File: src/design/pcch_pkg.sv
// ----------------------------------------------------------------------------
// pcch_pkg
// Shared types and constants of the pixel colour class histogram unit.
// ----------------------------------------------------------------------------
package pcch_pkg;

	localparam int SAMPLE_W    = 8;
	localparam int GAIN_W      = 8;
	localparam int PROD_W      = 16;
	localparam int LVL_W       = 10;
	localparam int COUNT_W     = 21;
	localparam int SUM_W       = 29;
	localparam int PCT_W       = 7;
	localparam int MEAN_W      = 8;
	localparam int DOM_W       = 4;
	localparam int NUM_CLASSES = 8;

	localparam int QUEUE_DEPTH = 4;
	localparam int QPTR_W      = 2;
	localparam int QCNT_W      = QPTR_W + 1;

	localparam int ADDR_W      = 5;
	localparam int DATA_W      = 32;
	localparam int FP_W        = 21;

	// Register indexes on the configuration port.
	localparam logic [2:0] REG_RED_GAIN      = 3'd0;
	localparam logic [2:0] REG_GREEN_GAIN    = 3'd1;
	localparam logic [2:0] REG_BLUE_GAIN     = 3'd2;
	localparam logic [2:0] REG_TOLERANCE_MIN = 3'd3;
	localparam logic [2:0] REG_TOLERANCE_MAX = 3'd4;
	localparam logic [2:0] REG_FRAME_PIXELS  = 3'd5;

	// Dominant class codes at the two ends of the range.
	localparam logic [DOM_W-1:0] DOM_NONE = 4'd0;
	localparam logic [DOM_W-1:0] DOM_GREY = 4'd8;

	typedef enum logic [2:0] {
		CLS_GREY   = 3'd0,
		CLS_RED    = 3'd1,
		CLS_YELLOW = 3'd2,
		CLS_GREEN  = 3'd3,
		CLS_BLUE   = 3'd4,
		CLS_PINK   = 3'd5,
		CLS_LIGHT  = 3'd6,
		CLS_DARK   = 3'd7
	} pixel_class_t;

	// One classified pixel travelling from the front to the back.
	typedef struct packed {
		logic             frame_end;
		logic [LVL_W-1:0] level;
		pixel_class_t     cls;
	} pix_item_t;

	typedef struct packed {
		logic full;
		logic empty;
	} q_status_t;

endpackage

File: src/design/pixel_colour_class_histogram_unit.sv
// ----------------------------------------------------------------------------
// pixel_colour_class_histogram_unit
// Classifies RGB pixels by colour and reports per-frame class statistics.
// ----------------------------------------------------------------------------
// Usage:
//   Pixels enter on the pixel channel (pixel_valid / pixel_stall) with
//   red, green, blue and frame_end. Each request yields exactly one result on
//   the result channel (result_valid / result_stall) carrying pixel_class.
//   On the frame_end pixel the result also carries frame_done, the eight
//   class percentages, the dominant class and the new mean level.
//   An accepted pixel passes the three front stages and the queue before
//   its result is registered. Within a frame the unit takes one pixel per
//   cycle unless the result side stalls. A frame_end pixel holds the back
//   end for nine divisions in the shared bit-serial divider; the front
//   fills its three stages and the four-entry queue, then raises pixel_stall.
//   A stall on the result side holds the output register, fills the queue
//   and then stalls the pixel channel; nothing is dropped.
//   Reset clears the counts and the level sum, sets the previous mean to 150
//   and loads the register defaults. Registers are written over the APB port
//   at byte address 4*index and should be changed only while the unit is idle.
// ----------------------------------------------------------------------------
module pixel_colour_class_histogram_unit
	import pcch_pkg::*;
#(
	parameter int unsigned MAX_FRAME_PIXELS = 1048576
) (
	input  logic                clk,
	input  logic                arst_n,
	input  logic                psel,
	input  logic                penable,
	input  logic                pwrite,
	input  logic [ADDR_W-1:0]   paddr,
	input  logic [DATA_W-1:0]   pwdata,
	output logic [DATA_W-1:0]   prdata,
	output logic                pready,
	input  logic                pixel_valid,
	output logic                pixel_stall,
	input  logic [SAMPLE_W-1:0] red,
	input  logic [SAMPLE_W-1:0] green,
	input  logic [SAMPLE_W-1:0] blue,
	input  logic                frame_end,
	output logic                result_valid,
	input  logic                result_stall,
	output logic [2:0]          pixel_class,
	output logic                frame_done,
	output logic [DOM_W-1:0]    dominant_class,
	output logic [PCT_W-1:0]    red_percent,
	output logic [PCT_W-1:0]    yellow_percent,
	output logic [PCT_W-1:0]    green_percent,
	output logic [PCT_W-1:0]    blue_percent,
	output logic [PCT_W-1:0]    pink_percent,
	output logic [PCT_W-1:0]    light_percent,
	output logic [PCT_W-1:0]    dark_percent,
	output logic [PCT_W-1:0]    grey_percent,
	output logic [MEAN_W-1:0]   mean_level
);

	logic [GAIN_W-1:0] red_gain_q, green_gain_q, blue_gain_q;
	logic [GAIN_W-1:0] tol_min_q, tol_max_q;
	logic [FP_W-1:0]   frame_pixels_q;
	logic              wr_en;
	logic [2:0]        reg_idx;

	logic              push, pop;
	pix_item_t         push_item, pop_item;
	q_status_t         q_status;

	assign pready  = 1'b1;
	assign wr_en   = psel && penable && pwrite;
	assign reg_idx = paddr[ADDR_W-1:2];

	always_ff @(posedge clk or negedge arst_n) begin
		if (!arst_n) begin
			red_gain_q     <= 8'd100;
			green_gain_q   <= 8'd100;
			blue_gain_q    <= 8'd90;
			tol_min_q      <= 8'd5;
			tol_max_q      <= 8'd30;
			frame_pixels_q <= 21'd57600;
		end else if (wr_en) begin
			case (reg_idx)
				REG_RED_GAIN:      red_gain_q     <= pwdata[GAIN_W-1:0];
				REG_GREEN_GAIN:    green_gain_q   <= pwdata[GAIN_W-1:0];
				REG_BLUE_GAIN:     blue_gain_q    <= pwdata[GAIN_W-1:0];
				REG_TOLERANCE_MIN: tol_min_q      <= pwdata[GAIN_W-1:0];
				REG_TOLERANCE_MAX: tol_max_q      <= pwdata[GAIN_W-1:0];
				REG_FRAME_PIXELS:  frame_pixels_q <= pwdata[FP_W-1:0];
				default: ;
			endcase
		end
	end

	always_comb begin
		case (reg_idx)
			REG_RED_GAIN:      prdata = DATA_W'(red_gain_q);
			REG_GREEN_GAIN:    prdata = DATA_W'(green_gain_q);
			REG_BLUE_GAIN:     prdata = DATA_W'(blue_gain_q);
			REG_TOLERANCE_MIN: prdata = DATA_W'(tol_min_q);
			REG_TOLERANCE_MAX: prdata = DATA_W'(tol_max_q);
			REG_FRAME_PIXELS:  prdata = DATA_W'(frame_pixels_q);
			default:           prdata = '0;
		endcase
	end

	pcch_front u_front (
		.clk         (clk),
		.arst_n      (arst_n),
		.red         (red),
		.green       (green),
		.blue        (blue),
		.frame_end   (frame_end),
		.pixel_valid (pixel_valid),
		.pixel_stall (pixel_stall),
		.red_gain    (red_gain_q),
		.green_gain  (green_gain_q),
		.blue_gain   (blue_gain_q),
		.push        (push),
		.push_item   (push_item),
		.q_status    (q_status)
	);

	pcch_queue u_queue (
		.clk       (clk),
		.arst_n    (arst_n),
		.push      (push),
		.push_item (push_item),
		.pop       (pop),
		.pop_item  (pop_item),
		.q_status  (q_status)
	);

	pcch_back #(
		.MAX_FRAME_PIXELS (MAX_FRAME_PIXELS)
	) u_back (
		.clk            (clk),
		.arst_n         (arst_n),
		.pop_item       (pop_item),
		.q_status       (q_status),
		.pop            (pop),
		.tolerance_min  (tol_min_q),
		.tolerance_max  (tol_max_q),
		.frame_pixels   (frame_pixels_q),
		.result_valid   (result_valid),
		.result_stall   (result_stall),
		.pixel_class    (pixel_class),
		.frame_done     (frame_done),
		.dominant_class (dominant_class),
		.red_percent    (red_percent),
		.yellow_percent (yellow_percent),
		.green_percent  (green_percent),
		.blue_percent   (blue_percent),
		.pink_percent   (pink_percent),
		.light_percent  (light_percent),
		.dark_percent   (dark_percent),
		.grey_percent   (grey_percent),
		.mean_level     (mean_level)
	);

endmodule

File: src/design/pcch_front.sv
// ----------------------------------------------------------------------------
// pcch_front
// Accepts pixels, applies the channel gains, derives the level and runs the
// red, blue and green ratio tests. Three register stages feed the queue.
// ----------------------------------------------------------------------------
module pcch_front
	import pcch_pkg::*;
(
	input  logic                clk,
	input  logic                arst_n,
	input  logic [SAMPLE_W-1:0] red,
	input  logic [SAMPLE_W-1:0] green,
	input  logic [SAMPLE_W-1:0] blue,
	input  logic                frame_end,
	input  logic                pixel_valid,
	output logic                pixel_stall,
	input  logic [GAIN_W-1:0]   red_gain,
	input  logic [GAIN_W-1:0]   green_gain,
	input  logic [GAIN_W-1:0]   blue_gain,
	output logic                push,
	output pix_item_t           push_item,
	input  q_status_t           q_status
);

	// floor(x / 100) is exact for every 16-bit x with this reciprocal.
	localparam logic [16:0] Div100Mul = 17'd83887;
	localparam int          Div100Sh  = 23;
	// floor(s / 3) is exact for every level sum up to 1950.
	localparam logic [11:0] Div3Mul   = 12'd2731;
	localparam int          Div3Sh    = 13;

	function automatic logic [LVL_W-1:0] div100(input logic [PROD_W-1:0] x);
		logic [32:0] p;
		p = 33'(x) * 33'(Div100Mul);
		return p[Div100Sh+LVL_W-1:Div100Sh];
	endfunction

	function automatic logic [LVL_W-1:0] div3(input logic [LVL_W:0] s);
		logic [23:0] p;
		p = 24'(s) * 24'(Div3Mul);
		return p[Div3Sh+LVL_W-1:Div3Sh];
	endfunction

	logic              adv;
	logic              v_s1, v_s2, v_s3;
	logic              fe_s1, fe_s2, fe_s3;
	logic [PROD_W-1:0] rr_s1, gg_s1, bb_s1;
	logic [PROD_W-1:0] rr_s2, gg_s2, bb_s2;
	logic [PROD_W-1:0] rr_s3, gg_s3, bb_s3;
	logic [LVL_W-1:0]  sr_s2, sg_s2, sb_s2;
	logic [LVL_W-1:0]  sr_s3, sg_s3, sb_s3;
	logic [LVL_W-1:0]  lvl_s3;
	pixel_class_t      cls;

	assign pixel_stall = v_s3 && q_status.full;
	assign adv         = !pixel_stall;
	assign push        = v_s3 && !q_status.full;

	always_ff @(posedge clk or negedge arst_n) begin
		if (!arst_n) begin
			v_s1 <= 1'b0;
			v_s2 <= 1'b0;
			v_s3 <= 1'b0;
		end else if (adv) begin
			v_s1 <= pixel_valid;
			v_s2 <= v_s1;
			v_s3 <= v_s2;
		end
	end

	always_ff @(posedge clk) begin
		if (adv) begin
			rr_s1  <= PROD_W'(red) * PROD_W'(red_gain);
			gg_s1  <= PROD_W'(green) * PROD_W'(green_gain);
			bb_s1  <= PROD_W'(blue) * PROD_W'(blue_gain);
			fe_s1  <= frame_end;

			rr_s2  <= rr_s1;
			gg_s2  <= gg_s1;
			bb_s2  <= bb_s1;
			sr_s2  <= div100(rr_s1);
			sg_s2  <= div100(gg_s1);
			sb_s2  <= div100(bb_s1);
			fe_s2  <= fe_s1;

			rr_s3  <= rr_s2;
			gg_s3  <= gg_s2;
			bb_s3  <= bb_s2;
			sr_s3  <= sr_s2;
			sg_s3  <= sg_s2;
			sb_s3  <= sb_s2;
			lvl_s3 <= div3((LVL_W+1)'(sr_s2) + (LVL_W+1)'(sg_s2) + (LVL_W+1)'(sb_s2));
			fe_s3  <= fe_s2;
		end
	end

	// Ratio tests; a later hit overrides an earlier one.
	always_comb begin
		logic [20:0] sr400, sr200, sb400, sg500, sg1000;
		logic [20:0] rr5, rr6, gg3, gg5, bb5, bb6, bb9;
		sr400  = 21'(sr_s3) * 21'd400;
		sr200  = 21'(sr_s3) * 21'd200;
		sb400  = 21'(sb_s3) * 21'd400;
		sg500  = 21'(sg_s3) * 21'd500;
		sg1000 = 21'(sg_s3) * 21'd1000;
		rr5    = 21'(rr_s3) * 21'd5;
		rr6    = 21'(rr_s3) * 21'd6;
		gg3    = 21'(gg_s3) * 21'd3;
		gg5    = 21'(gg_s3) * 21'd5;
		bb5    = 21'(bb_s3) * 21'd5;
		bb6    = 21'(bb_s3) * 21'd6;
		bb9    = 21'(bb_s3) * 21'd9;
		cls = CLS_GREY;
		if (sr_s3 > lvl_s3) begin
			if (sr400 > bb5)
				cls = (sr200 > gg3) ? CLS_RED : CLS_YELLOW;
			else if (sr200 > gg3)
				cls = CLS_PINK;
		end
		if (sb_s3 > lvl_s3) begin
			if (sb400 > gg5)
				cls = (sb400 > rr5) ? CLS_BLUE : CLS_PINK;
			else if (sb400 > rr5)
				cls = CLS_GREEN;
		end
		if (sg_s3 > lvl_s3) begin
			if (sg500 > rr6)
				cls = (sg1000 > bb9) ? CLS_GREEN : CLS_BLUE;
			else if (sg500 > bb6)
				cls = (sg_s3 > sr_s3) ? CLS_GREEN : CLS_YELLOW;
		end
	end

	assign push_item.frame_end = fe_s3;
	assign push_item.level     = lvl_s3;
	assign push_item.cls       = cls;

endmodule

File: src/design/pcch_queue.sv
// ----------------------------------------------------------------------------
// pcch_queue
// Small first-in first-out queue that decouples the front from the back.
// ----------------------------------------------------------------------------
module pcch_queue
	import pcch_pkg::*;
(
	input  logic      clk,
	input  logic      arst_n,
	input  logic      push,
	input  pix_item_t push_item,
	input  logic      pop,
	output pix_item_t pop_item,
	output q_status_t q_status
);

	pix_item_t         mem_q [QUEUE_DEPTH];
	logic [QPTR_W-1:0] wr_q, rd_q;
	logic [QCNT_W-1:0] count_q;

	assign q_status.full  = (count_q == QCNT_W'(QUEUE_DEPTH));
	assign q_status.empty = (count_q == '0);
	assign pop_item       = mem_q[rd_q];

	always_ff @(posedge clk or negedge arst_n) begin
		if (!arst_n) begin
			wr_q    <= '0;
			rd_q    <= '0;
			count_q <= '0;
		end else begin
			if (push)
				wr_q <= wr_q + 1'b1;
			if (pop)
				rd_q <= rd_q + 1'b1;
			if (push && !pop)
				count_q <= count_q + 1'b1;
			else if (pop && !push)
				count_q <= count_q - 1'b1;
		end
	end

	always_ff @(posedge clk) begin
		if (push)
			mem_q[wr_q] <= push_item;
	end

endmodule

File: src/design/pcch_div.sv
// ----------------------------------------------------------------------------
// pcch_div
// Saturating restoring divider: an 8-bit quotient, one bit per cycle, after
// a first step that detects a quotient of 256 or more and returns 255.
// ----------------------------------------------------------------------------
module pcch_div
	import pcch_pkg::*;
#(
	parameter int DIVISOR_W = 21
) (
	input  logic                 clk,
	input  logic                 arst_n,
	input  logic                 start,
	input  logic [SUM_W-1:0]     dividend,
	input  logic [DIVISOR_W-1:0] divisor,
	output logic                 done,
	output logic [MEAN_W-1:0]    quotient
);

	localparam int ExtW     = SUM_W + 1;
	localparam int ShW      = DIVISOR_W + MEAN_W;
	localparam int DivSteps = MEAN_W + 1;

	logic                 busy_q;
	logic [3:0]           cnt_q;
	logic [SUM_W-1:0]     rem_q;
	logic [ShW-1:0]       sd_q;
	logic                 ge;
	logic [ExtW-1:0]      diff;

	assign diff = ExtW'(rem_q) - ExtW'(sd_q);
	assign ge   = ExtW'(rem_q) >= ExtW'(sd_q);

	always_ff @(posedge clk or negedge arst_n) begin
		if (!arst_n) begin
			busy_q   <= 1'b0;
			done     <= 1'b0;
			cnt_q    <= '0;
			quotient <= '0;
		end else begin
			done <= 1'b0;
			if (start) begin
				busy_q   <= 1'b1;
				cnt_q    <= 4'(DivSteps);
				quotient <= '0;
			end else if (busy_q) begin
				if (cnt_q == 4'(DivSteps)) begin
					// The divisor shifted up by eight still fits: saturate.
					if (ge) begin
						quotient <= '1;
						busy_q   <= 1'b0;
						done     <= 1'b1;
					end
				end else begin
					quotient <= {quotient[MEAN_W-2:0], ge};
					if (cnt_q == 4'd1) begin
						busy_q <= 1'b0;
						done   <= 1'b1;
					end
				end
				cnt_q <= cnt_q - 1'b1;
			end
		end
	end

	always_ff @(posedge clk) begin
		if (start) begin
			rem_q <= dividend;
			sd_q  <= {divisor, MEAN_W'(0)};
		end else if (busy_q) begin
			if (ge && cnt_q != 4'(DivSteps))
				rem_q <= diff[SUM_W-1:0];
			sd_q <= sd_q >> 1;
		end
	end

endmodule

File: src/design/pcch_back.sv
// ----------------------------------------------------------------------------
// pcch_back
// Applies the light and dark thresholds, keeps the class counts and the
// level sum, and at frame end works out the percentages and the new mean.
// ----------------------------------------------------------------------------
module pcch_back
	import pcch_pkg::*;
#(
	parameter int unsigned MAX_FRAME_PIXELS = 1048576
) (
	input  logic               clk,
	input  logic               arst_n,
	input  pix_item_t          pop_item,
	input  q_status_t          q_status,
	output logic               pop,
	input  logic [GAIN_W-1:0]  tolerance_min,
	input  logic [GAIN_W-1:0]  tolerance_max,
	input  logic [FP_W-1:0]    frame_pixels,
	output logic               result_valid,
	input  logic               result_stall,
	output logic [2:0]         pixel_class,
	output logic               frame_done,
	output logic [DOM_W-1:0]   dominant_class,
	output logic [PCT_W-1:0]   red_percent,
	output logic [PCT_W-1:0]   yellow_percent,
	output logic [PCT_W-1:0]   green_percent,
	output logic [PCT_W-1:0]   blue_percent,
	output logic [PCT_W-1:0]   pink_percent,
	output logic [PCT_W-1:0]   light_percent,
	output logic [PCT_W-1:0]   dark_percent,
	output logic [PCT_W-1:0]   grey_percent,
	output logic [MEAN_W-1:0]  mean_level
);

	localparam int FpBits   = $clog2(MAX_FRAME_PIXELS + 1);
	localparam int FpW      = (FpBits < FP_W) ? FpBits : FP_W;
	localparam int MeanIdx  = NUM_CLASSES;
	localparam int ThrW     = 20;

	typedef enum logic [2:0] {
		ST_RUN,
		ST_DIV_GO,
		ST_DIV_WAIT,
		ST_FINISH,
		ST_SETTLE
	} state_t;

	state_t                   state_q;
	logic [COUNT_W-1:0]       cnt_q [NUM_CLASSES];
	logic [SUM_W-1:0]         sum_q;
	logic [MEAN_W-1:0]        prev_mean_q;
	logic [3:0]               div_idx_q;
	logic [PCT_W-1:0]         pct_q [NUM_CLASSES];
	logic [PCT_W-1:0]         best_q;
	logic [DOM_W-1:0]         dom_q;
	pixel_class_t             hold_cls_q;
	logic signed [ThrW-1:0]   thr_light_q, thr_dark_q;

	logic signed [ThrW-1:0]   tmin_s, span_s, pm_s;
	logic                     out_free;
	logic                     res_load;
	logic signed [ThrW-1:0]   lvl255;
	logic                     is_light, is_dark;
	pixel_class_t             fc;
	logic [SUM_W:0]           sum_ext;
	logic [SUM_W-1:0]         sum_next;
	logic [FpW-1:0]           fp_div;
	pixel_class_t             cls_sel;
	logic [SUM_W-1:0]         dividend;
	logic                     div_start, div_done;
	logic [MEAN_W-1:0]        div_q;
	logic [PCT_W-1:0]         pct_new;

	// Threshold terms depend only on the previous mean and the tolerances.
	assign tmin_s = signed'(ThrW'(tolerance_min));
	assign span_s = signed'(ThrW'(tolerance_max)) - tmin_s;
	assign pm_s   = signed'(ThrW'(prev_mean_q));

	always_ff @(posedge clk) begin
		thr_light_q <= tmin_s * 20'sd255 + (20'sd255 - pm_s) * span_s;
		thr_dark_q  <= tmin_s * 20'sd255 + pm_s * span_s;
	end

	assign lvl255   = signed'(ThrW'(pop_item.level) * 20'd255);
	assign is_light = (lvl255 + thr_light_q) > 20'sd65025;
	assign is_dark  = lvl255 < thr_dark_q;
	assign fc       = is_light ? CLS_LIGHT : (is_dark ? CLS_DARK : pop_item.cls);

	assign sum_ext  = (SUM_W+1)'(sum_q) + (SUM_W+1)'(pop_item.level);
	assign sum_next = sum_ext[SUM_W] ? '1 : sum_ext[SUM_W-1:0];

	assign out_free = !result_valid || !result_stall;
	assign pop      = (state_q == ST_RUN) && !q_status.empty && out_free;
	assign res_load = (pop && !pop_item.frame_end) || (state_q == ST_FINISH && out_free);

	always_comb begin
		if (frame_pixels == '0)
			fp_div = FpW'(1);
		else if (25'(frame_pixels) > 25'(MAX_FRAME_PIXELS))
			fp_div = FpW'(MAX_FRAME_PIXELS);
		else
			fp_div = FpW'(frame_pixels);
	end

	// Divisions run red, yellow, green, blue, pink, light, dark, grey, then
	// the mean; the index of the last class wraps to grey.
	assign cls_sel   = pixel_class_t'(div_idx_q[2:0] + 3'd1);
	assign dividend  = (div_idx_q == 4'(MeanIdx)) ? sum_q
	                                              : SUM_W'(cnt_q[cls_sel]) * SUM_W'(100);
	assign div_start = (state_q == ST_DIV_GO);
	assign pct_new   = (div_q > MEAN_W'(100)) ? PCT_W'(100) : div_q[PCT_W-1:0];

	pcch_div #(
		.DIVISOR_W (FpW)
	) u_div (
		.clk      (clk),
		.arst_n   (arst_n),
		.start    (div_start),
		.dividend (dividend),
		.divisor  (fp_div),
		.done     (div_done),
		.quotient (div_q)
	);

	always_ff @(posedge clk or negedge arst_n) begin
		if (!arst_n) begin
			state_q        <= ST_RUN;
			sum_q          <= '0;
			prev_mean_q    <= 8'd150;
			div_idx_q      <= '0;
			best_q         <= '0;
			dom_q          <= DOM_NONE;
			hold_cls_q     <= CLS_GREY;
			result_valid   <= 1'b0;
			pixel_class    <= '0;
			frame_done     <= 1'b0;
			dominant_class <= DOM_NONE;
			red_percent    <= '0;
			yellow_percent <= '0;
			green_percent  <= '0;
			blue_percent   <= '0;
			pink_percent   <= '0;
			light_percent  <= '0;
			dark_percent   <= '0;
			grey_percent   <= '0;
			mean_level     <= '0;
			for (int i = 0; i < NUM_CLASSES; i++) begin
				cnt_q[i] <= '0;
				pct_q[i] <= '0;
			end
		end else begin
			if (res_load)
				result_valid <= 1'b1;
			else if (result_valid && !result_stall)
				result_valid <= 1'b0;
			case (state_q)
				ST_RUN: begin
					if (pop) begin
						for (int i = 0; i < NUM_CLASSES; i++) begin
							if (fc == pixel_class_t'(i) && cnt_q[i] != '1)
								cnt_q[i] <= cnt_q[i] + 1'b1;
						end
						sum_q <= sum_next;
						if (pop_item.frame_end) begin
							hold_cls_q <= fc;
							div_idx_q  <= '0;
							best_q     <= '0;
							dom_q      <= DOM_NONE;
							state_q    <= ST_DIV_GO;
						end else begin
							pixel_class    <= fc;
							frame_done     <= 1'b0;
							dominant_class <= DOM_NONE;
							red_percent    <= '0;
							yellow_percent <= '0;
							green_percent  <= '0;
							blue_percent   <= '0;
							pink_percent   <= '0;
							light_percent  <= '0;
							dark_percent   <= '0;
							grey_percent   <= '0;
							mean_level     <= '0;
						end
					end
				end
				ST_DIV_GO: begin
					state_q <= ST_DIV_WAIT;
				end
				ST_DIV_WAIT: begin
					if (div_done) begin
						if (div_idx_q == 4'(MeanIdx)) begin
							prev_mean_q <= div_q;
							state_q     <= ST_FINISH;
						end else begin
							pct_q[div_idx_q[2:0]] <= pct_new;
							// Strictly larger only, so the earliest class wins a tie.
							if (pct_new > best_q) begin
								best_q <= pct_new;
								dom_q  <= div_idx_q + 1'b1;
							end
							div_idx_q <= div_idx_q + 1'b1;
							state_q   <= ST_DIV_GO;
						end
					end
				end
				ST_FINISH: begin
					if (out_free) begin
						pixel_class    <= hold_cls_q;
						frame_done     <= 1'b1;
						dominant_class <= dom_q;
						red_percent    <= pct_q[0];
						yellow_percent <= pct_q[1];
						green_percent  <= pct_q[2];
						blue_percent   <= pct_q[3];
						pink_percent   <= pct_q[4];
						light_percent  <= pct_q[5];
						dark_percent   <= pct_q[6];
						grey_percent   <= pct_q[7];
						mean_level     <= prev_mean_q;
						sum_q          <= '0;
						for (int i = 0; i < NUM_CLASSES; i++)
							cnt_q[i] <= '0;
						state_q <= ST_SETTLE;
					end
				end
				ST_SETTLE: begin
					// Lets the thresholds follow the new mean before the next pixel.
					state_q <= ST_RUN;
				end
				default: begin
					state_q <= ST_RUN;
				end
			endcase
		end
	end

endmodule

File: config.mk
export PLATFORM = sky130hd
export DESIGN_NAME = pixel_colour_class_histogram_unit
export DESIGN_NICKNAME = d
export VERILOG_FILES = /design/src/design/pcch_pkg.sv /design/src/design/pixel_colour_class_histogram_unit.sv /design/src/design/pcch_front.sv /design/src/design/pcch_queue.sv /design/src/design/pcch_div.sv /design/src/design/pcch_back.sv
export SDC_FILE = /design/constraint.sdc
export NUM_CORES = 2
export LEC_CHECK = 0
export ABC_AREA = 1
export BUFFER_PORTS_ARGS = -buffer_cell sky130_fd_sc_hd__buf_2
export CORE_MARGIN = 4
export CORE_UTILIZATION = 55
export DETAILED_ROUTE_END_ITERATION = 7
export GPL_TIMING_DRIVEN = 0
export PLACE_DENSITY_LB_ADDON = 0.08
export SYNTH_ARGS = -nofsm -noshare
export SYNTH_HDL_FRONTEND = slang
export SYNTH_SLANG_ARGS = --single-unit
export TNS_END_PERCENT = 10
File: constraint.sdc
create_clock -name clk -period 7.5 [get_ports clk]
set_clock_uncertainty 0.2 [all_clocks]
set_input_delay 0.375 -clock clk [delete_from_list [all_inputs] [get_ports clk]]
set_output_delay 0.375 -clock clk [all_outputs]
set_load 0.05 [all_outputs]
==> impl_metrics.json <==
{
  "min-delay-start": "pwrite",
  "avgSynthCellArea_um2": 8.52,
  "antenna_found_initial": 12,
  "fp.dieW_um": 405,
  "detail-route-antenna-nets": 0,
  "portBuffers": 126,
  "clkTransAtPathRegs_ns": 0.06,
  "drc": 0,
  "hold_viol": 0,
  "cpMaxStageDelayCell": "fa_1",
  "fin_area_mm2": 0.0964,
  "grt_max_degree": 113,
  "r2r-start": "u_queue.rd_q[0]",
  "cp-end-kind": "register",
  "drive_above_1_share_pct": 7.51,
  "ys_ff_latch": 811,
  "gr-max-usage-layer": "met2",
  "dp_hpwl_um": 191000,
  "startpoint_type": "register",
  "vias_per_cell": 5.50,
  "synth_cells": 10200,
  "totalWireLength_um": 235000,
  "use_met2_pct": 44.3,
  "cts_root_buffer": "clkbuf_16",
  "synth.cell_area_mm2": 0.0866,
  "fin_crit_ns": 7.91,
  "cap_violations": 0,
  "critPathRequiredTime_ns": 7.91,
  "final_nets": 12700,
  "track_usage_pct": 28.7,
  "rows": 145,
  "crit_buf_inv": 13,
  "fin_tns_setup_ns": -55.73,
  "final_cell_mix": "inv_1, nand2_1, ha_1, fa_1, a21oi_1",
  "post-place-ws_ns": -2.58,
  "fmaxAchievable_mhz": 126,
  "drv_slew": 0,
  "hold_class": "primary input to register",
  "worst_pin_slew_ns": 1.44,
  "rsz0062_at_grt": "yes",
  "relSlewSlack_pct": 3.89,
  "grt_pass1_wl_um": 375000,
  "cts_tree": "done",
  "cpMostUsedCell": "nand2_1",
  "overflow": 0,
  "fin_crit_sh_pct": 105,
  "start_util_pct": 55.4,
  "h-tree-depth": 3,
  "arrival_ns": 8.32,
  "num_vias": 69800,
  "die_h_um": 405,
  "violations": "setup timing",
  "max_stage_delay_ns": 0.55,
  "placed_area_mm2": 0.0901,
  "crit_fanout": 7,
  "async_flop_share_pct": 54.3,
  "outcome": "complete, but fails checks",
  "numCtsBuffers": 94,
  "netlist-cell-type-count": 74,
  "fp.coreArea_mm2": 0.156,
  "die-area_mm2": 0.164,
  "clock_latency_ns": 0.75,
  "criticalPathCategory": "register to register",
  "ys_seq_area_share_pct": 25.1,
  "synth_flop_cell": "dfrtp_1",
  "clock_sinks": 811,
  "routedWlPerCell_um": 18.5,
  "worst_slack_ns": -0.410,
  "use_met1_pct": 41.8,
  "synth_edf_count": 323,
  "gp_congestion": 0.963,
  "final_common_cell": "inv_1",
  "cp-startpoint": "u_queue.rd_q[0]",
  "path_delay_family": "adder cells",
  "drtPass1Iterations": 7,
  "yosysWarnings": 0,
  "clockBufferDepth": 3,
  "grt_pass1_vias": 69000,
  "globalRouteMet3Util_pct": 3.82,
  "io_pins": 176,
  "drt_iter0_drc": 5466,
  "finalSetupViolCount": 180,
  "area_growth_pct": 11.3
}
-- sequential cells by signal, summed over array words and instances (netlist names), 16 cells and up --
signal,cells
frame_pixels_q,21
u_back.pct_q,56
u_front.bb_s3,16
u_back.u_div.sd_q,29
u_front.rr_s1,16
u_back.thr_light_q,20
u_front.bb_s2,16
u_front.rr_s3,16
u_front.gg_s1,16
u_back.sum_q,29
u_back.thr_dark_q,20
u_front.rr_s2,16
u_back.u_div.rem_q,29
u_front.gg_s2,16
u_back.cnt_q,168
u_front.bb_s1,16
u_front.gg_s3,16
u_queue.mem_q,56
-- final timing paths --
kind	slack (ns)	to	cells past startpoint
hold / removal	0.08	frame_pixels_q[0]	5
setup reg to reg	-0.41	u_back.cnt_q[114]	50
setup / recovery	-0.41	u_back.cnt_q[114]	50
hold reg to reg	0.21	u_front.gg_s3[7]	0
min in group asynchronous	0.51	u_back.grey_percent[1]	3
max in group asynchronous	4.77	u_back.mean_level[6]	6
-- cells by family after synthesis --
| logic type | after synthesis | share of synthesized area (%) |
|---|---|---|
| buffers and inverters | 2259 | 9.97 |
| adders and majority gates | 2073 | 36.1 |
| other | 2 | 0.00867 |
| DFF | 811 | 25.1 |
| xor gates and xnor gates | 343 | 3.47 |
| AOI/OAI and AO/OA | 1664 | 10.8 |
| muxes | 1 | 0.0130 |
| and+or+nand+nor | 3016 | 14.5 |
-- metrics by stage --
step	cells	hold WS, ns	util (%)
3_5_place_dp	12400	0.186	57.6
2_1_floorplan	10200	-0.121	-
5_1_grt	12700	0.105	61.6
4_1_cts	12700	0.0323	61.0
3_3_place_gp	12400	0.204	57.5
6_report	12700	0.0836	61.6
-- area by class of cell --
type | count | area (um^2)
clock inverters | 46 | 499
flip-flops and latches | 811 | 21700
fillers | 13600 | 60000
clock buffers | 131 | 2730
multi-input cells | 7110 | 57700
repair buffers | 265 | 2160
inverters | 2014 | 7580
diodes | 8 | 20.0
well taps | 2058 | 2570
plain buffers | 245 | 1350
-- cells in the mapped netlist, types with 9 or more instances --
cell      instances  share of area, %
inv_1          1995               8.6
nand2_1        1740               7.5
ha_1           1361                20
fa_1            712                16
a21oi_1         700               4.0
nor2_1          570               2.5
o21ai_0         553               3.2
dfrtp_1         416                12
nand3_1         386               2.2
edfxtp_1        323                11
xor2_1          226               2.3
clkbuf_1        171              0.74
nor3_1          121              0.70
xnor2_1         117               1.2
nand4_1          75              0.54
a31oi_1          51              0.37
dfxtp_1          48               1.1
a22o_1           47              0.48
o211ai_1         44              0.38
o21bai_1         44              0.38
o22ai_1          35              0.25
o21a_1           31              0.27
buf_1            27              0.12
dfstp_2          24              0.73
a21o_1           23              0.20
nor4_1           23              0.17
buf_4            20              0.17
buf_2            19              0.11
a211oi_1         16              0.14
nor2_2           16              0.12
a22oi_1          15              0.13
o31ai_1          14              0.12
or2_2            14              0.10
a21boi_0         13              0.11
nand3b_1         13              0.11
inv_2            12             0.052
a32oi_1          11              0.11
o21ai_1          11             0.064
o221ai_1         11              0.11
and2_1            9             0.065
-- layer usage --
| layer | share of wire (%) | routed length, um |
|---|---|---|
| met1 | 46 | 109000 |
| met2 | 44 | 102000 |
| met3 | 6.3 | 14800 |
| met4 | 3.9 | 9130 |
| met5 | 0.0055 | 13 |
-- what timing repair did --
item                       4_1_cts  5_1_grt
gates resized for setup        277      168
hold endpoints to repair       236        0
cloned                           9        2
pin swaps                       71       84
setup buffers                   66       20
hold buffers                    34        0
setup endpoints to repair      220      221
-- worst min-delay path, cell delays in order --
cell and delay, ns:
buf_2 0.09, nand3_1 0.15, nor2_1 0.20, nand2_1 0.09
o21ai_0 0.07
Power is left out: the tool's default activity adds up to more than one toggle a clock period on the data nets, which glitch-free logic cannot reach.
